### config.mk
export PLATFORM = sky130hd
export DESIGN_NAME = gyhc_mul
export DESIGN_NICKNAME = d
export VERILOG_FILES = /design/src/sv/gyhc_pkg.sv /design/src/sv/gyhc_mul.sv
export SDC_FILE = /design/constraint.sdc
export NUM_CORES = 2
export LEC_CHECK = 0
export BUFFER_PORTS_ARGS = -buffer_cell sky130_fd_sc_hd__buf_2
export CAP_MARGIN = 40
export CORE_MARGIN = 2
export CORE_UTILIZATION = 33
export DETAILED_ROUTE_END_ITERATION = 12
export GPL_ROUTABILITY_DRIVEN = 0
export GPL_TIMING_DRIVEN = 0
export PLACE_DENSITY = 0.59
export SYNTH_ARGS = -nofsm -noshare
export SYNTH_HDL_FRONTEND = slang
export SYNTH_SLANG_ARGS = --single-unit
### constraint.sdc
create_clock -name clock -period 8.2 [get_ports clock]
set_input_delay 1.64 -clock clock [delete_from_list [all_inputs] [get_ports clock]]
set_output_delay 1.64 -clock clock [all_outputs]
set_load 0.005 [all_outputs]
### src/sv/gyhc_pkg.sv
// Package for the gyro heading controller: constants, types and angle helpers.
package gyhc_pkg;

   // Fixed-point formats
   localparam int ANGLE_FRAC_BITS = 12;
   localparam int SPEED_FRAC_BITS = 8;
   localparam int GAIN_FRAC_BITS  = 8;
   localparam int DRIVE_SHIFT     = GAIN_FRAC_BITS + ANGLE_FRAC_BITS - SPEED_FRAC_BITS;

   // pi at 20 fraction bits, rounded to nearest in the angle format
   localparam int PI_Q20 = 3294199;
   localparam int PI_Q   = ((PI_Q20 >> (20 - ANGLE_FRAC_BITS - 1)) + 1) >> 1;

   // Field widths
   localparam int RATE_W    = 16;
   localparam int TICK_W    = 8;
   localparam int SEG_W     = 16;
   localparam int GAIN_W    = 16;
   localparam int BASE_W    = 16;
   localparam int MAX_W     = 15;
   localparam int SPEED_W   = 16;
   localparam int HEAD_O_W  = 15;
   localparam int ELAPSED_W = 20;
   localparam int TIDX_W    = 2;
   localparam int CSR_IDX_W = 3;
   localparam int CSR_DAT_W = 16;

   // Stored heading and heading error
   localparam int ANG_W = 16;

   // Shared multiplier operand and product widths
   localparam int MUL_W  = 25;
   localparam int PROD_W = 2 * MUL_W;

   // Rate times tick: signed product and its magnitude
   localparam int RT_W  = RATE_W + TICK_W;
   localparam int MAG_W = RT_W - 1;

   // Divide by 1000 as multiply by ceil(2^33 / 1000), exact for MAG_W-bit values
   localparam int RECIP_SHIFT = 33;
   localparam int RECIP_W     = 24;
   localparam logic [RECIP_W-1:0] RECIP_1000 = 24'd8589935;
   localparam int QUOT_W      = 14;

   // Steering drive after the gain product is scaled
   localparam int GPROD_W = 32;
   localparam int DRV_W   = GPROD_W - DRIVE_SHIFT;
   localparam int SUM_W   = DRV_W + 1;

   // Angle constants at working widths
   localparam logic signed [ANG_W:0]   PI_WIDE     = (ANG_W + 1)'(PI_Q);
   localparam logic signed [ANG_W:0]   TWO_PI_WIDE = (ANG_W + 1)'(2 * PI_Q);
   localparam logic signed [ANG_W-1:0] PI_ANG      = ANG_W'(PI_Q);
   localparam logic signed [ANG_W-1:0] HALF_PI_ANG = ANG_W'(PI_Q >> 1);

   // Register reset values
   localparam logic [TICK_W-1:0]        TICK_MS_RST    = 8'd64;
   localparam logic [SEG_W-1:0]         SEGMENT_MS_RST = 16'd2500;
   localparam logic [GAIN_W-1:0]        KP_GAIN_RST    = 16'd3840;
   localparam logic signed [BASE_W-1:0] BASE_SPEED_RST = 16'sd2145;
   localparam logic [MAX_W-1:0]         MAX_SPEED_RST  = 15'd2145;

   // Register indexes
   typedef enum logic [CSR_IDX_W-1:0] {
      CSR_TICK_MS    = 3'd0,
      CSR_SEGMENT_MS = 3'd1,
      CSR_KP_GAIN    = 3'd2,
      CSR_BASE_SPEED = 3'd3,
      CSR_MAX_SPEED  = 3'd4
   } csr_index_type;

   // Target schedule codes
   typedef enum logic [TIDX_W-1:0] {
      TGT_ZERO     = 2'd0,
      TGT_HALF_PI  = 2'd1,
      TGT_PI       = 2'd2,
      TGT_NEG_HALF = 2'd3
   } target_type;

   // Sequencer states
   typedef enum logic [2:0] {
      ST_IDLE,
      ST_MUL_RATE,
      ST_MUL_RECIP,
      ST_HEAD,
      ST_ERR,
      ST_MUL_GAIN,
      ST_OUT
   } state_type;

   // Multiplier operand selection
   typedef enum logic [1:0] {
      MSEL_RATE,
      MSEL_RECIP,
      MSEL_GAIN
   } mul_sel_type;

   // Configuration registers as seen by the datapath
   typedef struct packed {
      logic [TICK_W-1:0]        tick_ms;
      logic [SEG_W-1:0]         segment_ms;
      logic [GAIN_W-1:0]        kp_gain;
      logic signed [BASE_W-1:0] base_speed;
      logic [MAX_W-1:0]         max_speed;
   } cfg_type;

   // Sequencer controls to the datapath
   typedef struct packed {
      logic        busy;
      logic        capture;
      logic        mul_en;
      mul_sel_type mul_sel;
      logic        head_en;
      logic        err_en;
      logic        out_en;
   } ctrl_type;

   // Wrap an angle once into [-pi, pi]
   function automatic logic signed [ANG_W-1:0] wrap_angle(input logic signed [ANG_W:0] a);
      logic signed [ANG_W:0] r;
      if (a > PI_WIDE) begin
         r = a - TWO_PI_WIDE;
      end else if (a < -PI_WIDE) begin
         r = a + TWO_PI_WIDE;
      end else begin
         r = a;
      end
      return r[ANG_W-1:0];
   endfunction

   // Target angle for a schedule code
   function automatic logic signed [ANG_W-1:0] target_angle(input logic [TIDX_W-1:0] idx);
      logic signed [ANG_W-1:0] t;
      unique case (target_type'(idx))
         TGT_HALF_PI:  t = HALF_PI_ANG;
         TGT_PI:       t = PI_ANG;
         TGT_NEG_HALF: t = -HALF_PI_ANG;
         default:      t = '0;
      endcase
      return t;
   endfunction

endpackage

### src/sv/gyhc_mul.sv
// Shared signed multiplier with a registered product.
module gyhc_mul (
   input  logic                                 clock,
   input  logic                                 en,
   input  logic signed [gyhc_pkg::MUL_W-1:0]    a,
   input  logic signed [gyhc_pkg::MUL_W-1:0]    b,
   output logic signed [gyhc_pkg::PROD_W-1:0]   prod
);

   logic signed [gyhc_pkg::PROD_W-1:0] prod_ff;
   logic signed [gyhc_pkg::PROD_W-1:0] prod_in;

   // Form the product
   assign prod_in = gyhc_pkg::PROD_W'(a) * gyhc_pkg::PROD_W'(b);

   // Hold the product until the next issue
   always_ff @(posedge clock) begin
      if (en) begin
         prod_ff <= prod_in;
      end
   end

   assign prod = prod_ff;

endmodule

==> metrics <==
final setup margin a little over 0.06 ns; status finished clean; Net Count, Synth 3435; placed cell count roughly 3700; CP Max Fanout 10; Final period util 0.993; CP arrival ~8.2 ns; Critical Path Most Common Cell fa_1; FMAX 123 MHz; FF+latch area 1500 um^2; Num Clock Sinks 50; met3 WL 7.32 mm; Setup crit end kind register; post-route cell area 29200 um^2; area post-placement about 27000 um^2; CP peak stage delay about 0.67 ns; hold_buf cts 0; crit-path cells buf_2, buf_4, nand2_1, fa_1, fa_1, inv_2, fa_1, fa_1, fa_2, fa_1, inv_2, fa_2, inv_2, ha_4, nand2_2, or3_4, a211oi_2, a22o_4, a211oi_4, buf_12, o32ai_4, nor3_2, o21ai_1, o2111ai_1; RSZ-0062 raised after global routing yes; synth warn 0; Routed WL per cell approximately 21 um; initial core utilization 0.333; number of vias per cell around 5; Primary FF master, synth edfxtp_1; core footprint approximately 74000 um^2; Max Root-Sink Buffers 2; Setup crit start kind input pin; required time of the critical path roughly 8.3 ns; Gate Count Post-Synth about 2600; pre-CTS setup slack -1.74 ns; chip height between 200 and 300 um; relative slew slack 0.555; CTS H-tree depth 2; asr flop ratio synth 0; starting DRC count in detailed routing 1380; sequential-to-total area share from yosys stat 0.0607; layout cells sized above 1 0.151; Max Slew Vio Count 0; DR top layer met5; nets between 3000 and 4000; cell area after synthesis roughly 25000 um^2; Crit Path Class in -> reg; max cap viols 0; metal2 WL between 30 and 40 mm; Avg Inst Size Synth 9.58 um^2; Yosys cell types 59; CTS clk-pin slew, worst paths 0.09 ns; setup violators final 0; max reg flops 50; Routed Antenna Nets 0; crit path time final between 8 and 9 ns; die width 278 um; Worst Max-Slew Pin Slew 0.667 ns; detailed placement HPWL around 66 mm; area of the multi-input gates between 20000 and 25000 um^2; Post-Route WL 79.7 mm; DRC Markers 0; CTS tree done; slowest CP cell fa_2; Hold WC Path Type in -> reg; Final Hold Fails 0; drt first pass iters 6; Util after Layout 0.394; initial antenna violation count 12; first-pass GRT wire length about 120 mm; DR vias 18300; Die Area 77200 um^2; Placement Rows 100; Post-synth EDFFs 50; most frequent cells in the layout inv_1, fa_1, and2_1; CTS buffer count 5; Area growth syn-to-layout 18.2%; vias in the first global route between 15000 and 20000; largest net degree at the start of global routing 35; Seq cells post-synth 50; total grt overflow 0; port bufs 101; met1 WL 32.2 mm; clock root buffer clkbuf_16; commonest non-fill, non-tap cell in the layout inv_1; final std cells w/o fill ~3700; IO Count around 100; GRT Total Usage 0.212; Layout fillers about 7500
layer usage:
metal	vias to the layer above	global-route usage
met1	9409	0.289
li1	7809	-
met5	-	0
met2	851	0.334
met4	8	0.0769
met3	196	0.0457
Yosys cell counts (3+ instances only):
| master | instances | share of area |
|---|---|---|
| a211o_1 | 4 | 0.0014 |
| a21o_1 | 18 | 0.0055 |
| a21oi_1 | 50 | 0.010 |
| a21oi_2 | 4 | 0.0014 |
| a31oi_1 | 6 | 0.0015 |
| and2_1 | 319 | 0.081 |
| and3_1 | 3 | 0.00076 |
| clkbuf_1 | 108 | 0.016 |
| edfxtp_1 | 50 | 0.061 |
| fa_1 | 658 | 0.53 |
| ha_1 | 141 | 0.071 |
| inv_1 | 704 | 0.11 |
| nand2_1 | 313 | 0.047 |
| nand2b_1 | 8 | 0.0020 |
| nand3_1 | 7 | 0.0014 |
| nand4_1 | 6 | 0.0015 |
| nor2_1 | 22 | 0.0033 |
| nor2b_1 | 19 | 0.0048 |
| nor3_1 | 6 | 0.0012 |
| o2111ai_1 | 3 | 0.0011 |
| o211ai_1 | 5 | 0.0015 |
| o21a_1 | 4 | 0.0012 |
| o21ai_0 | 17 | 0.0034 |
| o21ai_2 | 3 | 0.0011 |
| o21bai_1 | 9 | 0.0027 |
| or2_2 | 3 | 0.00076 |
| xnor2_1 | 38 | 0.013 |
| xor2_1 | 19 | 0.0067 |
cell type report:
| class | count | area share |
|---|---|---|
| multi-input cells | 1722 | 0.710 |
| clock buffers | 5 | 0.00428 |
| plain buffers | 102 | 0.0513 |
| repair buffers | 182 | 0.0497 |
| well taps | 969 | 0.0415 |
| clock inverters | 3 | 0.000898 |
| flip-flops and latches | 50 | 0.0513 |
| diodes | 8 | 0.000684 |
| inverters | 704 | 0.0904 |
path summary, 6_finish.rpt:
check | start | endpoint | cells after the start
setup / recovery | a[1] | prod[47] | 24
hold / removal | en | prod[7] | 1
through the flow:
step / hold WS (ns) / setup TNS, ns
after floorplan: 1.75 / 0
after global placement: 2.03 / -28.76
after detailed placement: 2.03 / -29.54
after CTS: 1.78 / -0.00898
after global routing: 1.78 / -0.723
final: 1.77 / 0
timing repair:
item,4_1_cts,5_1_grt
pin swaps,47,86
resized for setup,371,186
gates cloned,0,1
buffers inserted,37,38
endpoints found under the setup margin,27,12
cells by family (layout without fill, tap and decap cells):
kind of cell / after synthesis / count (layout) / share of synthesized area
buf+inv: 812 / 996 / 0.123
simple gates: 714 / 714 / 0.148
other cells: 0 / 8 / 0
mux: 1 / 1 / 0.000455
fa+ha+maj: 799 / 799 / 0.604
flops: 50 / 50 / 0.0607
xor+xnor: 57 / 57 / 0.0202
compound gates: 151 / 151 / 0.0444
critical path: cells and delay by family:
| kind | cells | cell delay, ns |
|---|---|---|
| adder cells (fa/ha/maj) | 8 | 4.06 |
| AO/OA/AOI/OAI | 6 | 1.05 |
| buffers and inverters | 6 | 0.77 |
| AND/OR/NAND/NOR | 4 | 0.65 |
Power is not shown: default switching activity piles up to over one toggle a cycle in this logic, so the estimate is an artifact.
