**config.mk**
```make
export PLATFORM = sky130hd
export DESIGN_NAME = gyhc_seq
export DESIGN_NICKNAME = d
export VERILOG_FILES = /design/src/sv/gyhc_pkg.sv /design/src/sv/gyhc_seq.sv
export SDC_FILE = /design/constraint.sdc
export NUM_CORES = 1
export LEC_CHECK = 0
export BUFFER_PORTS_ARGS = -buffer_cell sky130_fd_sc_hd__buf_2
export CORE_AREA = 2 2 39 41
export CTS_BUF_LIST = sky130_fd_sc_hd__clkbuf_8
export DETAILED_ROUTE_END_ITERATION = 12
export DIE_AREA = 0 0 41 43
export HOLD_SLACK_MARGIN = 0.12
export PLACE_DENSITY_LB_ADDON = 0.08
export SLEW_MARGIN = 20
export SYNTH_ARGS = -nofsm -noshare
export SYNTH_HDL_FRONTEND = slang
export SYNTH_SLANG_ARGS = --single-unit
```
**constraint.sdc**
```tcl
create_clock -name clock -period 3.8 [get_ports clock]
set_input_delay 1.14 -clock clock [delete_from_list [all_inputs] [get_ports clock]]
set_output_delay 1.14 -clock clock [all_outputs]
set_load 0.1 [all_outputs]
```
**src/sv/gyhc_pkg.sv**
```systemverilog
// Package for the gyro heading controller: constants, types and angle helpers.
package gyhc_pkg;

   // Fixed-point formats
   localparam int ANGLE_FRAC_BITS = 12;
   localparam int SPEED_FRAC_BITS = 8;
   localparam int GAIN_FRAC_BITS  = 8;
   localparam int DRIVE_SHIFT     = GAIN_FRAC_BITS + ANGLE_FRAC_BITS - SPEED_FRAC_BITS;

   // pi at 20 fraction bits, rounded to nearest in the angle format
   localparam int PI_Q20 = 3294199;
   localparam int PI_Q   = ((PI_Q20 >> (20 - ANGLE_FRAC_BITS - 1)) + 1) >> 1;

   // Field widths
   localparam int RATE_W    = 16;
   localparam int TICK_W    = 8;
   localparam int SEG_W     = 16;
   localparam int GAIN_W    = 16;
   localparam int BASE_W    = 16;
   localparam int MAX_W     = 15;
   localparam int SPEED_W   = 16;
   localparam int HEAD_O_W  = 15;
   localparam int ELAPSED_W = 20;
   localparam int TIDX_W    = 2;
   localparam int CSR_IDX_W = 3;
   localparam int CSR_DAT_W = 16;

   // Stored heading and heading error
   localparam int ANG_W = 16;

   // Shared multiplier operand and product widths
   localparam int MUL_W  = 25;
   localparam int PROD_W = 2 * MUL_W;

   // Rate times tick: signed product and its magnitude
   localparam int RT_W  = RATE_W + TICK_W;
   localparam int MAG_W = RT_W - 1;

   // Divide by 1000 as multiply by ceil(2^33 / 1000), exact for MAG_W-bit values
   localparam int RECIP_SHIFT = 33;
   localparam int RECIP_W     = 24;
   localparam logic [RECIP_W-1:0] RECIP_1000 = 24'd8589935;
   localparam int QUOT_W      = 14;

   // Steering drive after the gain product is scaled
   localparam int GPROD_W = 32;
   localparam int DRV_W   = GPROD_W - DRIVE_SHIFT;
   localparam int SUM_W   = DRV_W + 1;

   // Angle constants at working widths
   localparam logic signed [ANG_W:0]   PI_WIDE     = (ANG_W + 1)'(PI_Q);
   localparam logic signed [ANG_W:0]   TWO_PI_WIDE = (ANG_W + 1)'(2 * PI_Q);
   localparam logic signed [ANG_W-1:0] PI_ANG      = ANG_W'(PI_Q);
   localparam logic signed [ANG_W-1:0] HALF_PI_ANG = ANG_W'(PI_Q >> 1);

   // Register reset values
   localparam logic [TICK_W-1:0]        TICK_MS_RST    = 8'd64;
   localparam logic [SEG_W-1:0]         SEGMENT_MS_RST = 16'd2500;
   localparam logic [GAIN_W-1:0]        KP_GAIN_RST    = 16'd3840;
   localparam logic signed [BASE_W-1:0] BASE_SPEED_RST = 16'sd2145;
   localparam logic [MAX_W-1:0]         MAX_SPEED_RST  = 15'd2145;

   // Register indexes
   typedef enum logic [CSR_IDX_W-1:0] {
      CSR_TICK_MS    = 3'd0,
      CSR_SEGMENT_MS = 3'd1,
      CSR_KP_GAIN    = 3'd2,
      CSR_BASE_SPEED = 3'd3,
      CSR_MAX_SPEED  = 3'd4
   } csr_index_type;

   // Target schedule codes
   typedef enum logic [TIDX_W-1:0] {
      TGT_ZERO     = 2'd0,
      TGT_HALF_PI  = 2'd1,
      TGT_PI       = 2'd2,
      TGT_NEG_HALF = 2'd3
   } target_type;

   // Sequencer states
   typedef enum logic [2:0] {
      ST_IDLE,
      ST_MUL_RATE,
      ST_MUL_RECIP,
      ST_HEAD,
      ST_ERR,
      ST_MUL_GAIN,
      ST_OUT
   } state_type;

   // Multiplier operand selection
   typedef enum logic [1:0] {
      MSEL_RATE,
      MSEL_RECIP,
      MSEL_GAIN
   } mul_sel_type;

   // Configuration registers as seen by the datapath
   typedef struct packed {
      logic [TICK_W-1:0]        tick_ms;
      logic [SEG_W-1:0]         segment_ms;
      logic [GAIN_W-1:0]        kp_gain;
      logic signed [BASE_W-1:0] base_speed;
      logic [MAX_W-1:0]         max_speed;
   } cfg_type;

   // Sequencer controls to the datapath
   typedef struct packed {
      logic        busy;
      logic        capture;
      logic        mul_en;
      mul_sel_type mul_sel;
      logic        head_en;
      logic        err_en;
      logic        out_en;
   } ctrl_type;

   // Wrap an angle once into [-pi, pi]
   function automatic logic signed [ANG_W-1:0] wrap_angle(input logic signed [ANG_W:0] a);
      logic signed [ANG_W:0] r;
      if (a > PI_WIDE) begin
         r = a - TWO_PI_WIDE;
      end else if (a < -PI_WIDE) begin
         r = a + TWO_PI_WIDE;
      end else begin
         r = a;
      end
      return r[ANG_W-1:0];
   endfunction

   // Target angle for a schedule code
   function automatic logic signed [ANG_W-1:0] target_angle(input logic [TIDX_W-1:0] idx);
      logic signed [ANG_W-1:0] t;
      unique case (target_type'(idx))
         TGT_HALF_PI:  t = HALF_PI_ANG;
         TGT_PI:       t = PI_ANG;
         TGT_NEG_HALF: t = -HALF_PI_ANG;
         default:      t = '0;
      endcase
      return t;
   endfunction

endpackage

```
**src/sv/gyhc_seq.sv**
```systemverilog
// Sequencer that steps one item through the shared multiplier and datapath.
module gyhc_seq (
   input  logic                clock,
   input  logic                reset,
   input  logic                req_valid,
   input  logic                out_free,
   output gyhc_pkg::ctrl_type  ctrl
);

   gyhc_pkg::state_type state_ff;
   gyhc_pkg::state_type state_in;

   // Next state
   always_comb begin
      state_in = state_ff;
      unique case (state_ff)
         gyhc_pkg::ST_IDLE: begin
            if (req_valid) begin
               state_in = gyhc_pkg::ST_MUL_RATE;
            end
         end
         gyhc_pkg::ST_MUL_RATE:  state_in = gyhc_pkg::ST_MUL_RECIP;
         gyhc_pkg::ST_MUL_RECIP: state_in = gyhc_pkg::ST_HEAD;
         gyhc_pkg::ST_HEAD:      state_in = gyhc_pkg::ST_ERR;
         gyhc_pkg::ST_ERR:       state_in = gyhc_pkg::ST_MUL_GAIN;
         gyhc_pkg::ST_MUL_GAIN:  state_in = gyhc_pkg::ST_OUT;
         gyhc_pkg::ST_OUT: begin
            if (out_free) begin
               state_in = gyhc_pkg::ST_IDLE;
            end
         end
         default: state_in = gyhc_pkg::ST_IDLE;
      endcase
   end

   // Controls per state
   always_comb begin
      ctrl         = '0;
      ctrl.mul_sel = gyhc_pkg::MSEL_RATE;
      ctrl.busy    = (state_ff != gyhc_pkg::ST_IDLE);
      unique case (state_ff)
         gyhc_pkg::ST_IDLE:      ctrl.capture = req_valid;
         gyhc_pkg::ST_MUL_RATE: begin
            ctrl.mul_en  = 1'b1;
            ctrl.mul_sel = gyhc_pkg::MSEL_RATE;
         end
         gyhc_pkg::ST_MUL_RECIP: begin
            ctrl.mul_en  = 1'b1;
            ctrl.mul_sel = gyhc_pkg::MSEL_RECIP;
         end
         gyhc_pkg::ST_HEAD:      ctrl.head_en = 1'b1;
         gyhc_pkg::ST_ERR:       ctrl.err_en  = 1'b1;
         gyhc_pkg::ST_MUL_GAIN: begin
            ctrl.mul_en  = 1'b1;
            ctrl.mul_sel = gyhc_pkg::MSEL_GAIN;
         end
         gyhc_pkg::ST_OUT:       ctrl.out_en  = out_free;
         default:                ctrl.busy    = 1'b1;
      endcase
   end

   // State register
   always_ff @(posedge clock) begin
      if (reset) begin
         state_ff <= gyhc_pkg::ST_IDLE;
      end else begin
         state_ff <= state_in;
      end
   end

endmodule

```
==> run_results.csv <==
group,metric,value,unit
min_path,hp-class,"flip-flop to flip-flop",
die,initial_utilization,13.7,%
routing,viasPerCell,3.93,
placed_design,globalplace.congestion,0.658,
clock_tree,clk_pin_slew,0.03,ns
yosys,synth.largest_area_cell,"dfxtp_1",
layout,reg_top3,"state_ff (3)",
sta,rsz0062_at_grt,"false",
die,die_area,1760,um^2
global_routing,grt_max_degree,11,
worst_setup_path,critPathKind,"input port to output port",
yosys,synth_fp_nets,30,
sta,finalClockSkew,0.000201,ns
clock_tree,cts_root_buf,"clkbuf_8",
sta,tns,0,ns
routing,vias,220,
run_status,status,"finished clean",
sta,setup_viol,0,
yosys,ys_seq_area_share,31.8,%
min_path,hold-path-endpoint,"state_ff[1]$_SDFFE_PP0P_",
layout,multi_input_area,111,um^2
global_routing,grt_pass1_wl,779,um
power,p_per_area,647,nW/um^2
routing,post_drt_wl_per_cell,9.11,um
layout,fillers,169,
worst_setup_path,critical_path_required,2.66,ns
layout,antenna_cells,0,
die,rows,14,
power,vdd_drop_max,0.202,mV
global_routing,grt_pass1_vias,195,
worst_setup_path,startpoint_type,"input port",
yosys,syn_area_per_cell,7.27,um^2
clock_tree,cts_tree,"done",
sta,fin_crit,2.98,ns
clock_tree,clockBufferDepth,2,
die,coreArea,1380,um^2
sta,period_share,78.5,%
sta,maxSlewViolCount,0,
worst_setup_path,critPathMaxFanout,3,
placed_design,pre_cts_ws,0.813,ns
yosys,syn_area,189,um^2
clock_tree,cts-hold-fix-buffers,0,
power,p_leak,0.153,nW
global_routing,grtUsageTotal,7.12,%
yosys,synth_cell_types,14,
die,num_io_pins,12,
layout,synthToLayoutAreaGrowth,60.3,%
clock_tree,clock_sinks,3,
clock_tree,cts_setup_buffers,0,
yosys,syn_inst,26,
routing,final_antenna_net_count,0,
placed_design,portBuffers,11,
routing,wl,510,um
yosys,yosys_warnings,0,
sta,tightestPinTransition,0.489,ns
yosys,synth_area_leaders,"dfxtp_1 (32%), nor3_1 (7.9%), nand2_1 (7.9%), buf_6 (6.0%), inv_1 (6.0%)",
sta,hold_viol,0,
layout,mostFrequentLayoutCell,"buf_2",
layout,largest_register_ff_count,3,
layout,seqCellArea,60.1,um^2
die,die_y,43,um
layout,drive_gt1_share,45.0,%
clock_tree,postCtsResizedCells,0,
layout,fin_nets,45,
die,die_w,41,um
clock_tree,clock_latency,0.21,ns
worst_setup_path,rrSetupSlack,2.83,ns
worst_setup_path,reg2regPathDepth,3,
yosys,ys_ff_latch,3,
layout,final_cell_mix,"buf_2 (11), inv_1 (4), nand2_1 (4)",
worst_setup_path,cp.arrival,1.84,ns
yosys,synth_top_area_share,31.8,%
min_path,min_path_cells,2,
routing,detailedRoute.firstIterationViolations,1,
min_path,holdCritStartpoint,"state_ff[1]$_SDFFE_PP0P_",
sta,relSlewSlack,67.6,%
routing,drc_errors,0,
placed_design,hpwl,360,um
clock_tree,h-tree-depth,1,
global_routing,antenna_found_initial,0,
worst_setup_path,timing.rr.end,"state_ff[2]$_SDFFE_PP0P_",
job,max-cap-violations,0,
sta,fin_ws,0.819,ns
sta,clock.fmax,0.335,GHz
worst_setup_path,crit_path_end_kind,"output port",
layout,regMostFlops,"state_ff",
worst_setup_path,rr_startpoint,"state_ff[2]$_SDFFE_PP0P_",
global_routing,grt-ovfl-total,0,
routing,firstDrtPassIters,2,
clock_tree,cts_buffers,3,
## cell type report
| cell class | count | area share, % |
|---|---|---|
| Multi-Input combinational cell | 19 | 36.8 |
| Sequential cell | 3 | 19.8 |
| Timing Repair Buffer | 11 | 18.2 |
| Clock buffer | 3 | 13.6 |
| Tap cell | 16 | 6.61 |
| Inverter | 3 | 3.72 |
| Clock inverter | 1 | 1.24 |
## critical path: stages
cell	delay, ns
buf_2	0.10
nand2_1	0.06
nor3_2	0.10
buf_2	0.44
## metal layers
metal	vias to the layer above	GRT usage [%]	wire, um
met5	-	0	0
met4	0	10.0	0
met3	0	1.57	30
met2	7	8.44	254
met1	99	8.33	225
li1	114	-	-
## cell families after synthesis
family	count (synthesis)	share of synthesized area, %
flip-flops	3	31.8
AO/OA/AOI/OAI	4	12.6
AND/OR/NAND/NOR	15	43.7
buffers and inverters	4	11.9
## how the worst max path moves through the flow
stage / to / slack (ns) / from
after CTS: ctrl[0] / 0.81 / out_free
after global placement: ctrl[0] / 0.82 / out_free
final: ctrl[0] / 0.82 / out_free
after floorplan: ctrl[1] / 0.09 / state_ff[2]$_SDFFE_PP0P_
after global routing: ctrl[0] / 0.76 / out_free
after detailed placement: ctrl[0] / 0.81 / out_free
## synthesized netlist by cell type
| cell type | instances |
|---|---|
| nor2_2 | 1 |
| buf_6 | 1 |
| a21oi_1 | 2 |
| o21ai_0 | 1 |
| inv_1 | 3 |
| and3b_2 | 1 |
| nor2_1 | 3 |
| nand3b_1 | 1 |
| dfxtp_1 | 3 |
| nor3_1 | 3 |
| a2111oi_0 | 1 |
| nand2_1 | 4 |
| nand2b_1 | 1 |
| or3_4 | 1 |
## power breakdown
group | switching, mW | total [mW] | internal (mW) | leakage [nW]
Combinational | 0.0563 | 0.0681 | 0.0119 | 0.102
Clock | 0.0196 | 0.0882 | 0.0686 | 0.0269
Sequential | 0.00536 | 0.0395 | 0.0342 | 0.0246
## through the flow
step	hold WS, ns	area [um^2]	power [mW]	utilization [%]	instances
after CTS	0.620	303	0.201	21.9	56
after global placement	0.619	258	0.108	18.6	52
final	0.617	303	0.196	21.9	56
after detailed placement	0.606	258	0.108	18.6	52
after floorplan	0.541	194	0.100	-	26
after global routing	0.649	303	0.206	21.9	56
No activity file was read; power rests on OpenSTA's default activity.
