File: config.mk
export PLATFORM = sky130hd
export DESIGN_NAME = gyhc_csr
export DESIGN_NICKNAME = d
export VERILOG_FILES = /design/src/sv/gyhc_pkg.sv /design/src/sv/gyhc_csr.sv
export SDC_FILE = /design/constraint.sdc
export NUM_CORES = 1
export LEC_CHECK = 0
export BUFFER_PORTS_ARGS = -buffer_cell sky130_fd_sc_hd__buf_2
export CAP_MARGIN = 25
export CORE_MARGIN = 8
export CORE_UTILIZATION = 47
export CTS_BUF_LIST = sky130_fd_sc_hd__clkbuf_4
export DETAILED_ROUTE_END_ITERATION = 12
export GPL_ROUTABILITY_DRIVEN = 0
export PLACE_DENSITY = 0.78
export SYNTH_ARGS = -nofsm -noshare
export SYNTH_HDL_FRONTEND = slang
export SYNTH_SLANG_ARGS = --single-unit
File: constraint.sdc
create_clock -name clock -period 1.3 [get_ports clock]
set_input_delay 0.39 -clock clock [delete_from_list [all_inputs] [get_ports clock]]
set_output_delay 0.39 -clock clock [all_outputs]
set_load 0.02 [all_outputs]
File: src/sv/gyhc_pkg.sv
// Package for the gyro heading controller: constants, types and angle helpers.
package gyhc_pkg;

   // Fixed-point formats
   localparam int ANGLE_FRAC_BITS = 12;
   localparam int SPEED_FRAC_BITS = 8;
   localparam int GAIN_FRAC_BITS  = 8;
   localparam int DRIVE_SHIFT     = GAIN_FRAC_BITS + ANGLE_FRAC_BITS - SPEED_FRAC_BITS;

   // pi at 20 fraction bits, rounded to nearest in the angle format
   localparam int PI_Q20 = 3294199;
   localparam int PI_Q   = ((PI_Q20 >> (20 - ANGLE_FRAC_BITS - 1)) + 1) >> 1;

   // Field widths
   localparam int RATE_W    = 16;
   localparam int TICK_W    = 8;
   localparam int SEG_W     = 16;
   localparam int GAIN_W    = 16;
   localparam int BASE_W    = 16;
   localparam int MAX_W     = 15;
   localparam int SPEED_W   = 16;
   localparam int HEAD_O_W  = 15;
   localparam int ELAPSED_W = 20;
   localparam int TIDX_W    = 2;
   localparam int CSR_IDX_W = 3;
   localparam int CSR_DAT_W = 16;

   // Stored heading and heading error
   localparam int ANG_W = 16;

   // Shared multiplier operand and product widths
   localparam int MUL_W  = 25;
   localparam int PROD_W = 2 * MUL_W;

   // Rate times tick: signed product and its magnitude
   localparam int RT_W  = RATE_W + TICK_W;
   localparam int MAG_W = RT_W - 1;

   // Divide by 1000 as multiply by ceil(2^33 / 1000), exact for MAG_W-bit values
   localparam int RECIP_SHIFT = 33;
   localparam int RECIP_W     = 24;
   localparam logic [RECIP_W-1:0] RECIP_1000 = 24'd8589935;
   localparam int QUOT_W      = 14;

   // Steering drive after the gain product is scaled
   localparam int GPROD_W = 32;
   localparam int DRV_W   = GPROD_W - DRIVE_SHIFT;
   localparam int SUM_W   = DRV_W + 1;

   // Angle constants at working widths
   localparam logic signed [ANG_W:0]   PI_WIDE     = (ANG_W + 1)'(PI_Q);
   localparam logic signed [ANG_W:0]   TWO_PI_WIDE = (ANG_W + 1)'(2 * PI_Q);
   localparam logic signed [ANG_W-1:0] PI_ANG      = ANG_W'(PI_Q);
   localparam logic signed [ANG_W-1:0] HALF_PI_ANG = ANG_W'(PI_Q >> 1);

   // Register reset values
   localparam logic [TICK_W-1:0]        TICK_MS_RST    = 8'd64;
   localparam logic [SEG_W-1:0]         SEGMENT_MS_RST = 16'd2500;
   localparam logic [GAIN_W-1:0]        KP_GAIN_RST    = 16'd3840;
   localparam logic signed [BASE_W-1:0] BASE_SPEED_RST = 16'sd2145;
   localparam logic [MAX_W-1:0]         MAX_SPEED_RST  = 15'd2145;

   // Register indexes
   typedef enum logic [CSR_IDX_W-1:0] {
      CSR_TICK_MS    = 3'd0,
      CSR_SEGMENT_MS = 3'd1,
      CSR_KP_GAIN    = 3'd2,
      CSR_BASE_SPEED = 3'd3,
      CSR_MAX_SPEED  = 3'd4
   } csr_index_type;

   // Target schedule codes
   typedef enum logic [TIDX_W-1:0] {
      TGT_ZERO     = 2'd0,
      TGT_HALF_PI  = 2'd1,
      TGT_PI       = 2'd2,
      TGT_NEG_HALF = 2'd3
   } target_type;

   // Sequencer states
   typedef enum logic [2:0] {
      ST_IDLE,
      ST_MUL_RATE,
      ST_MUL_RECIP,
      ST_HEAD,
      ST_ERR,
      ST_MUL_GAIN,
      ST_OUT
   } state_type;

   // Multiplier operand selection
   typedef enum logic [1:0] {
      MSEL_RATE,
      MSEL_RECIP,
      MSEL_GAIN
   } mul_sel_type;

   // Configuration registers as seen by the datapath
   typedef struct packed {
      logic [TICK_W-1:0]        tick_ms;
      logic [SEG_W-1:0]         segment_ms;
      logic [GAIN_W-1:0]        kp_gain;
      logic signed [BASE_W-1:0] base_speed;
      logic [MAX_W-1:0]         max_speed;
   } cfg_type;

   // Sequencer controls to the datapath
   typedef struct packed {
      logic        busy;
      logic        capture;
      logic        mul_en;
      mul_sel_type mul_sel;
      logic        head_en;
      logic        err_en;
      logic        out_en;
   } ctrl_type;

   // Wrap an angle once into [-pi, pi]
   function automatic logic signed [ANG_W-1:0] wrap_angle(input logic signed [ANG_W:0] a);
      logic signed [ANG_W:0] r;
      if (a > PI_WIDE) begin
         r = a - TWO_PI_WIDE;
      end else if (a < -PI_WIDE) begin
         r = a + TWO_PI_WIDE;
      end else begin
         r = a;
      end
      return r[ANG_W-1:0];
   endfunction

   // Target angle for a schedule code
   function automatic logic signed [ANG_W-1:0] target_angle(input logic [TIDX_W-1:0] idx);
      logic signed [ANG_W-1:0] t;
      unique case (target_type'(idx))
         TGT_HALF_PI:  t = HALF_PI_ANG;
         TGT_PI:       t = PI_ANG;
         TGT_NEG_HALF: t = -HALF_PI_ANG;
         default:      t = '0;
      endcase
      return t;
   endfunction

endpackage

File: src/sv/gyhc_csr.sv
// Configuration register file for the gyro heading controller.
module gyhc_csr (
   input  logic                               clock,
   input  logic                               reset,
   input  logic                               csr_write,
   input  logic [gyhc_pkg::CSR_IDX_W-1:0]     csr_index,
   input  logic [gyhc_pkg::CSR_DAT_W-1:0]     csr_wdata,
   output gyhc_pkg::cfg_type                  cfg
);

   gyhc_pkg::cfg_type cfg_ff;
   gyhc_pkg::cfg_type cfg_in;

   // Decode the write; drop writes to unknown indexes
   always_comb begin
      cfg_in = cfg_ff;
      if (csr_write) begin
         unique case (gyhc_pkg::csr_index_type'(csr_index))
            gyhc_pkg::CSR_TICK_MS:    cfg_in.tick_ms    = csr_wdata[gyhc_pkg::TICK_W-1:0];
            gyhc_pkg::CSR_SEGMENT_MS: cfg_in.segment_ms = csr_wdata[gyhc_pkg::SEG_W-1:0];
            gyhc_pkg::CSR_KP_GAIN:    cfg_in.kp_gain    = csr_wdata[gyhc_pkg::GAIN_W-1:0];
            gyhc_pkg::CSR_BASE_SPEED: cfg_in.base_speed = csr_wdata[gyhc_pkg::BASE_W-1:0];
            gyhc_pkg::CSR_MAX_SPEED:  cfg_in.max_speed  = csr_wdata[gyhc_pkg::MAX_W-1:0];
            default:                  cfg_in = cfg_ff;
         endcase
      end
   end

   // Store the registers
   always_ff @(posedge clock) begin
      if (reset) begin
         cfg_ff.tick_ms    <= gyhc_pkg::TICK_MS_RST;
         cfg_ff.segment_ms <= gyhc_pkg::SEGMENT_MS_RST;
         cfg_ff.kp_gain    <= gyhc_pkg::KP_GAIN_RST;
         cfg_ff.base_speed <= gyhc_pkg::BASE_SPEED_RST;
         cfg_ff.max_speed  <= gyhc_pkg::MAX_SPEED_RST;
      end else begin
         cfg_ff <= cfg_in;
      end
   end

   assign cfg = cfg_ff;

endmodule

==> reports/qor.yml, run 1 <==
synth_nets: 286
cts_root_buf: "clkbuf_4"
slowest_delay_ps: 380
clk_latency_ps: 400
synth.ff_latch_count: 71
cts_tree: "done"
core_um2: 5886
drv_slew: 0
grt_first_pass_wirelength_mm: 11.52
grt_usage_pct: 16.66
maxCapViolCount: 0
drtIter0Drc: 85
fin_skew_ps: 0
seq_area_frac_synth_pct: 50.15
grt_max_degree: 35
synth_mux_area_share_pct: 25.08
crit_type: "reg2out"
yosys.area_share.simple_pct: 21.59
path_cells: "buf_6"
io-pin-count: 93
yosysWarnings: 0
max_freq_ghz: 0.7733
min_period_ps: 1293
finalPower_mw: 4.121
antenna_found_initial: 0
synth_compound_area_share_pct: 0
crit_slowest_cell: "dfxtp_2"
drc_errors: 0
slew_headroom_pct: 79.28
cts_made_buffers: 9
first_global_vias: 2304
hold_violations: 0
syn_area_um2: 2834
drt-total-wl_mm: 7.896
fp.dieW_um: 93.65
p_per_area_nw_per_um2: 973.3
critPathLaunchType: "flop"
firstDrtPassIters: 4
worst-path-buf-inv: 1
htreeDepth: 3
holdBufCountCts: 0
setup_ws_ps: 6.878
worstSetupEndpointType: "primary output"
die_area_um2: 8770
status: "finished clean"
initial_utilization_pct: 48.15
synthXorXnorAreaFrac_pct: 0
worst_slew_pin_slew_ps: 309.6
chipHeight_um: 93.65
ant_nets: 0
hpwl_mm: 5.153
period_share_pct: 99.47
synth_cells: 264
finalSetupViolCount: 0
synth.distinct_cells: 13
vias: 2265
nNetsFinal: 400
avgSynthCellArea_um2: 10.73
port_buffers: 92
vdd_drop_max_v: 0.0006353
clk_pin_slew_ps: 130
power.leakage_nw: 2.012
hold_path.class: "in2reg"
vias_per_cell: 4.945
largest_reg_flops: 71
critPathRequiredTime_ps: 910
rows: 28
routedWlPerCell_um: 17.24
arrival_ps: 900
synthAdderAreaFrac_pct: 0
critPathTopFamily: "flip-flops"
overflow: 0
worstPathMaxFanout: 2
rsz0062_at_grt: "true"
clock_path_buffers: 2
drive_above_1_share_pct: 55.09
diodes: 0
area_growth_pct: 49.40
place_worst_setup_slack_ps: -151.7
synth_top_family_by_area: "multiplexers"
clock_sinks: 71
-- metrics by stage --
step / cell area (um^2) / cells / hold slack [ps] / util (%) / TNS, ps
floorplan: 2844 / 264 / 545.3 / - / 0
global placement: 3463 / 426 / 455.1 / 58.84 / -2687
detailed placement: 3463 / 426 / 465.1 / 58.84 / -3482
CTS: 3931 / 444 / 251.5 / 66.79 / -2.382
global route: 4234 / 458 / 247.4 / 71.94 / -674.0
finish: 4234 / 458 / 271.3 / 71.94 / 0
-- area by class of cell --
| class | instances | area, um^2 |
|---|---|---|
| Sequential cell | 71 | 1510 |
| Clock buffer | 10 | 75.07 |
| Fill cell | 406 | 1652 |
| Multi-Input combinational cell | 174 | 1333 |
| Clock inverter | 6 | 61.31 |
| Timing Repair Buffer | 122 | 1161 |
| Tap cell | 75 | 93.84 |
-- repair_timing --
item,CTS,global route
endpoints found under the setup margin,71,67
resized for setup,144,64
setup buffers,2,14
-- cell families (layout without fill, tap and decap cells) --
kind of cell | after synthesis | in the layout
multiplexers | 71 | 71
buffers and inverters | 19 | 138
flip-flops | 71 | 71
AND/OR/NAND/NOR | 103 | 103
-- per-layer routing --
layer | part of all wire (%) | vias up | track usage, %
li1 | - | 1107 | -
met1 | 42 | 1067 | 20.26
met2 | 49 | 77 | 27.03
met3 | 6.8 | 14 | 4.556
met4 | 2.5 | 0 | 7.133
met5 | 0 | - | 0
-- cells in the final DEF, fill, tap and decap left out, drive strengths merged --
master / Yosys / routed
mux2i: 71 / 71
clkinv: 0 / 4
clkbuf: 8 / 10
buf: 11 / 122
nor2: 27 / 27
nor4bb: 1 / 1
and4b: 1 / 1
nand4bb: 3 / 3
bufinv: 0 / 1
and4bb: 1 / 1
nand4b: 1 / 1
nand2b: 68 / 68
clkinvlp: 0 / 1
dfxtp: 71 / 71
or4b: 1 / 1
-- worst paths after layout --
path / start / end / slack (ps) / cells past startpoint
worst max register to register: cfg[63]$_SDFFE_PP0P_ / cfg[63]$_SDFFE_PP0P_ / 550 / 3
worst max-delay path: cfg[17]$_SDFFE_PP0P_ / cfg[17] / 7 / 1
worst min register to register: cfg[23]$_SDFFE_PP0P_ / cfg[23]$_SDFFE_PP0P_ / 490 / 2
worst min-delay path: csr_wdata[8] / cfg[23]$_SDFFE_PP0P_ / 270 / 3
-- synth_stat cells --
cell type | instances | area (um^2)
and4bb_1 | 1 | 12.51
mux2i_1 | 71 | 710.7
clkbuf_1 | 8 | 30.03
or4b_1 | 1 | 10.01
buf_2 | 9 | 45.04
nand2b_1 | 68 | 425.4
nor2_1 | 27 | 101.4
nand4bb_1 | 3 | 33.78
and4b_1 | 1 | 10.01
nor4bb_1 | 1 | 10.01
nand4b_1 | 1 | 8.760
buf_4 | 2 | 15.01
dfxtp_1 | 71 | 1421
-- power by group --
| group | switching, mW | total [mW] | internal [mW] | leakage (nW) |
|---|---|---|---|---|
| registers | 0.0374 | 2.27 | 2.23 | 0.593 |
| logic | 0.235 | 0.482 | 0.247 | 1.34 |
| clock network | 0.768 | 1.37 | 0.602 | 0.0761 |
-- worst register-to-register path, cell delays in order (launching register included) --
cell      delay [ps]
dfxtp_2          370
buf_4            110
nand2b_1          50
mux2i_1          140
(Power assumes the default switching activity.)
==> run 2: changes to the inputs <==
- CORE_UTILIZATION: 47 -> 45
- CTS_BUF_LIST: sky130_fd_sc_hd__clkbuf_4 -> sky130_fd_sc_hd__clkbuf_16
- PLACE_DENSITY: 0.78 -> 0.75
==> reports/qor.yml, run 2 (synthesis results as in run 1) <==
status: "finished clean"  # unchanged
fin_skew_ps: 0  # unchanged
hold_violations: 0  # unchanged
nNetsFinal: 381  # was 400
power.leakage_nw: 1.905  # was 2.012 nW
vdd_drop_max_v: 0.0009056  # was 0.0006353 V
drc_errors: 0  # unchanged
overflow: 0  # unchanged
period_share_pct: 95.93  # was 99.47%
initial_utilization_pct: 45.67  # was 48.15%
diodes: 0  # unchanged
finalSetupViolCount: 0  # unchanged
r2r_start: "cfg[20]$_SDFFE_PP1P_"  # was cfg[63]$_SDFFE_PP0P_
clk_pin_slew_ps: 60  # was 130 ps
ctsResizeCount: 0  # was 144
max_freq_ghz: 0.8019  # was 0.7733 GHz
r2r_setup_slack_ps: 680  # was 550 ps
dpl_cell_area_um2: 3465  # was 3463 um^2
path_cells: "buf_2"  # was buf_6
area_growth_pct: 34.13  # was 49.40%
p_per_area_nw_per_um2: 1420  # was 973.3 nW/um^2
fp.dieW_um: 95.36  # was 93.65 um
rsz0062_at_grt: "false"  # was true
cts_made_buffers: 9  # unchanged
hold_path_end: "cfg[37]$_SDFFE_PP0P_"  # was cfg[23]$_SDFFE_PP0P_
vias_per_cell: 4.880  # was 4.945
slew_headroom_pct: 80.37  # was 79.28%
slowest_delay_ps: 350  # was 380 ps
port_buffers: 92  # unchanged
critPathTopFamily: "flip-flops"  # unchanged
cts_root_buf: "clkbuf_16"  # was clkbuf_4
vias: 2152  # was 2265
drive_above_1_share_pct: 32.97  # was 55.09%
design_area_um2: 3801  # was 4234 um^2
mostFrequentLayoutCell: "buf_2"
final_cells: 441  # was 458
fillers: 506  # was 406
worstPathMaxFanout: 2  # unchanged
reg2regPathDepth: 2  # was 3
first_global_vias: 2099  # was 2304
fin_setup_tns_ps: 0  # unchanged
critPathRequiredTime_ps: 910  # about the same
maxCapViolCount: 0  # unchanged
whs_path_depth: 3  # unchanged
io-pin-count: 93  # unchanged
arrival_ps: 860  # was 900 ps
antenna_found_initial: 0  # unchanged
grt_first_pass_wirelength_mm: 10.57  # was 11.52 mm
die_area_um2: 9094  # was 8770 um^2
clk_latency_ps: 320  # was 400 ps
crit_slowest_cell: "dfxtp_1"  # was dfxtp_2
firstDrtPassIters: 4  # unchanged
hp-start: "csr_wdata[6]"  # was csr_wdata[8]
crit_type: "reg2out"  # unchanged
holdBufCountCts: 0  # unchanged
worst_slew_pin_slew_ps: 294.1  # was 309.6 ps
drt-total-wl_mm: 6.844  # was 7.896 mm
worstSetupEndpointType: "primary output"  # unchanged
rows: 29  # was 28
chipHeight_um: 95.36  # was 93.65 um
clock_sinks: 71  # unchanged
most-common-layout-cells: "buf_2 (92), mux2i_1 (71), dfxtp_1 (71)"  # was mux2i_1 (71), dfxtp_2 (71), nand2b_1 (68)
hpwl_mm: 4.826  # was 5.153 mm
post_cts_buffers: 0  # was 2
grt_max_degree: 59  # was 35
routedWlPerCell_um: 15.52  # was 17.24 um
critPathLaunchType: "flop"  # unchanged
min_period_ps: 1247  # was 1293 ps
core_um2: 6205  # was 5886 um^2
ant_nets: 0  # unchanged
timing.hold.ws_ps: 351.2  # was 271.3 ps
htreeDepth: 3  # unchanged
hold_path.class: "in2reg"  # unchanged
largest_reg_flops: 71  # unchanged
drtIter0Drc: 73  # was 85
r2r-end: "cfg[20]$_SDFFE_PP1P_"  # was cfg[63]$_SDFFE_PP0P_
cts_tree: "done"  # unchanged
worst-path-buf-inv: 1  # unchanged
grt_usage_pct: 15.14  # was 16.66%
dp_cells: 425  # was 426
finalPower_mw: 5.398  # was 4.121 mW
drv_slew: 0  # unchanged
clock_path_buffers: 2  # unchanged
[run 2: cell types whose count changed in the layout (fill, tap and decap cells not counted), sizes merged]
cell    delta
clkbuf     -1
buf       -19
bufinv     +2
clkinv     -1
[run 2: routing by layer]
metal | vias up | global-route usage (%) | routed length [um]
li1 | 1072 | - | -
met1 | 1005 | 18.78 | 3141
met2 | 65 | 22.90 | 2995
met3 | 10 | 5.512 | 604
met4 | 0 | 7.022 | 102
met5 | - | 0 | 0
[run 2: per-stage QoR]
| stage | utilization [%] | setup slack [ps] |
|---|---|---|
| 4_1_cts | 61.26 | 48.50 |
| 2_1_floorplan | - | 10.62 |
| 3_3_place_gp | 55.84 | -119.7 |
| 5_1_grt | 61.26 | 18.52 |
| 3_5_place_dp | 55.84 | -143.0 |
| 6_report | 61.26 | 52.90 |
[run 2: final cells by class]
type / instances / area (um^2) / area share, %
Clock buffer: 9 / 225.2 / 5.925
Clock inverter: 7 / 111.4 / 2.930
Multi-Input combinational cell: 174 / 1341 / 35.29
Sequential cell: 71 / 1421 / 37.39
Tap cell: 77 / 96.34 / 2.535
Timing Repair Buffer: 103 / 605.6 / 15.93
[run 2: worst max path at each step]
stage	start	to	slack, ps	depth (start not counted)
6_report	cfg[65]$_SDFFE_PP0P_	cfg[65]	50	1
5_1_grt	cfg[5]$_SDFFE_PP1P_	cfg[5]	20	1
4_1_cts	cfg[65]$_SDFFE_PP0P_	cfg[65]	50	1
3_5_place_dp	csr_index[0]	cfg[41]$_SDFFE_PP1P_	-140	5
3_3_place_gp	csr_index[0]	cfg[69]$_SDFFE_PP1P_	-120	3
2_1_floorplan	csr_index[0]	cfg[69]$_SDFFE_PP1P_	10	3
[run 2: where the power goes]
part | total (mW) | internal [mW] | switching (mW)
clock network | 2.75 | 1.86 | 0.889
logic | 0.400 | 0.177 | 0.222
registers | 2.25 | 2.23 | 0.0244
total | 5.40 | 4.26 | 1.14
==> run 3: changes to the inputs <==
- GPL_ROUTABILITY_DRIVEN: 0 -> not set
- PLACE_DENSITY: 0.75 -> 0.77
==> reports/qor.yml, run 3 (synthesis results as in run 1) <==
finalPower_mw: 5.019  # was 5.398 mW
p_int_mw: 3.881  # was 4.262 mW
r2r_start: "cfg[21]$_SDFFE_PP1P_"  # was cfg[20]$_SDFFE_PP1P_
max_freq_ghz: 0.7975  # was 0.8019 GHz
critPathTopFamily: "flip-flops"  # unchanged
path_depth: 1  # unchanged
htreeDepth: 3  # unchanged
slowest_delay_ps: 360  # was 350 ps
cts_made_buffers: 9  # unchanged
p_per_area_nw_per_um2: 1322  # was 1420 nW/um^2
crit_type: "reg2out"  # unchanged
drc_errors: 0  # unchanged
clk_latency_ps: 320  # about the same
design_area_um2: 3795  # was 3801 um^2
period_share_pct: 96.46  # was 95.93%
final_cells: 445  # was 441
fin_skew_ps: 0  # unchanged
port_buffers: 92  # unchanged
ant_nets: 0  # unchanged
drv_slew: 0  # unchanged
sequentialPowerShare_pct: 44.8  # was 41.7%
r2r_setup_slack_ps: 630  # was 680 ps
finalSetupViolCount: 0  # unchanged
antenna_found_initial: 0  # unchanged
fin_setup_tns_ps: 0  # unchanged
grt_usage_pct: 15.79  # was 15.14%
initial_utilization_pct: 45.67  # unchanged
crit_slowest_cell: "dfxtp_1"  # unchanged
gp_congestion: 0.7474
chipHeight_um: 95.36  # unchanged
swShare_pct: 22.66  # was 21.04%
whs_path_depth: 3  # unchanged
dp_cells: 429  # was 425
critPathLaunchType: "flop"  # unchanged
vias_per_cell: 4.856  # was 4.880
worstPathMaxFanout: 2  # unchanged
routedWlPerCell_um: 15.85  # was 15.52 um
hold_path_end: "cfg[37]$_SDFFE_PP0P_"  # unchanged
vdd_drop_max_v: 0.0008993  # was 0.0009056 V
fp.dieW_um: 95.36  # unchanged
post-route-util_pct: 61.16  # was 61.26%
overflow: 0  # unchanged
p_sw_mw: 1.137  # was 1.136 mW
diodes: 0  # unchanged
rsz0062_at_grt: "false"  # unchanged
drtIter0Drc: 83  # was 73
rows: 29  # unchanged
drive_above_1_share_pct: 33.15  # was 32.97%
slew_headroom_pct: 79.62  # was 80.37%
critPathRequiredTime_ps: 910  # about the same
fillers: 525  # was 506
power_frac_comb_pct: 8.3  # was 7.4%
hpwl_mm: 5.027  # was 4.826 mm
arrival_ps: 860  # about the same
hold_path.class: "in2reg"  # unchanged
r2r-end: "cfg[21]$_SDFFE_PP1P_"  # was cfg[20]$_SDFFE_PP1P_
firstDrtPassIters: 4  # unchanged
place_worst_setup_slack_ps: -147.7  # was -143.0 ps
vias: 2161  # was 2152
io-pin-count: 93  # unchanged
path_cells: "buf_2"  # unchanged
reg2regPathDepth: 2  # unchanged
cts_root_buf: "clkbuf_16"  # unchanged
post_cts_buffers: 0  # unchanged
hp-start: "csr_wdata[6]"  # unchanged
area_growth_pct: 33.91  # was 34.13%
ctsResizeCount: 0  # unchanged
largest_reg_flops: 71  # unchanged
dpl_cell_area_um2: 3507  # was 3465 um^2
nNetsFinal: 385  # was 381
holdBufCountCts: 0  # unchanged
cts_tree: "done"  # unchanged
most-common-layout-cells: "buf_2 (92), mux2i_1 (71), dfxtp_1 (71)"  # unchanged
worst-path-buf-inv: 1  # unchanged
clk_pin_slew_ps: 50  # was 60 ps
hold_violations: 0  # unchanged
grt_max_degree: 47  # was 59
mostFrequentLayoutCell: "buf_2"  # unchanged
first_global_vias: 2191  # was 2099
timing.hold.ws_ps: 336.1  # was 351.2 ps
grt_first_pass_wirelength_mm: 11.06  # was 10.57 mm
cp-startpoint: "cfg[35]$_SDFFE_PP0P_"  # was cfg[65]$_SDFFE_PP0P_
drt-total-wl_mm: 7.053  # was 6.844 mm
maxCapViolCount: 0  # unchanged
min_period_ps: 1254  # was 1247 ps
clock_path_buffers: 2  # unchanged
die_area_um2: 9094  # unchanged
clock_sinks: 71  # unchanged
worstSetupEndpointType: "primary output"  # unchanged
setup_ws_ps: 46.03  # was 52.90 ps
clockPowerShare_pct: 46.9  # was 50.9%
power.leakage_nw: 1.904  # was 1.905 nW
worst_slew_pin_slew_ps: 304.6  # was 294.1 ps
core_um2: 6205  # unchanged
status: "finished clean"  # unchanged
[run 3: metal layers]
layer	GRT usage (%)	part of all wire [%]	vias to the layer above	wire length [um]
met5	0	0	-	0
met4	7.022	1.1	0	77
met3	5.984	8.6	5	607
met2	24.17	46	67	3219
met1	19.30	45	1011	3150
li1	-	-	1078	-
[run 3: how the worst max path moves through the flow]
stage	slack (ps)	end
after floorplan	10	cfg[69]$_SDFFE_PP1P_
after global placement	-120	cfg[69]$_SDFFE_PP1P_
after detailed placement	-150	cfg[41]$_SDFFE_PP1P_
after CTS	30	cfg[35]
after global routing	20	cfg[35]
final	50	cfg[35]
[run 3: cell type report]
class	instances	area (um^2)	share of cell area (%)
Clock buffer	9	225.2	5.935
Clock inverter	7	62.56	1.649
Multi-Input combinational cell	174	1341	35.34
Sequential cell	71	1421	37.45
Tap cell	77	96.34	2.539
Timing Repair Buffer	107	648.1	17.08
[run 3: power groups by stage]
stage	clock [mW]	combinational [mW]	sequential (mW)
after floorplan	0	0.184	2.36
after global routing	2.50	0.448	2.26
after detailed placement	0	0.419	2.30
final	2.35	0.415	2.25
after global placement	0	0.412	2.30
after CTS	2.40	0.421	2.25
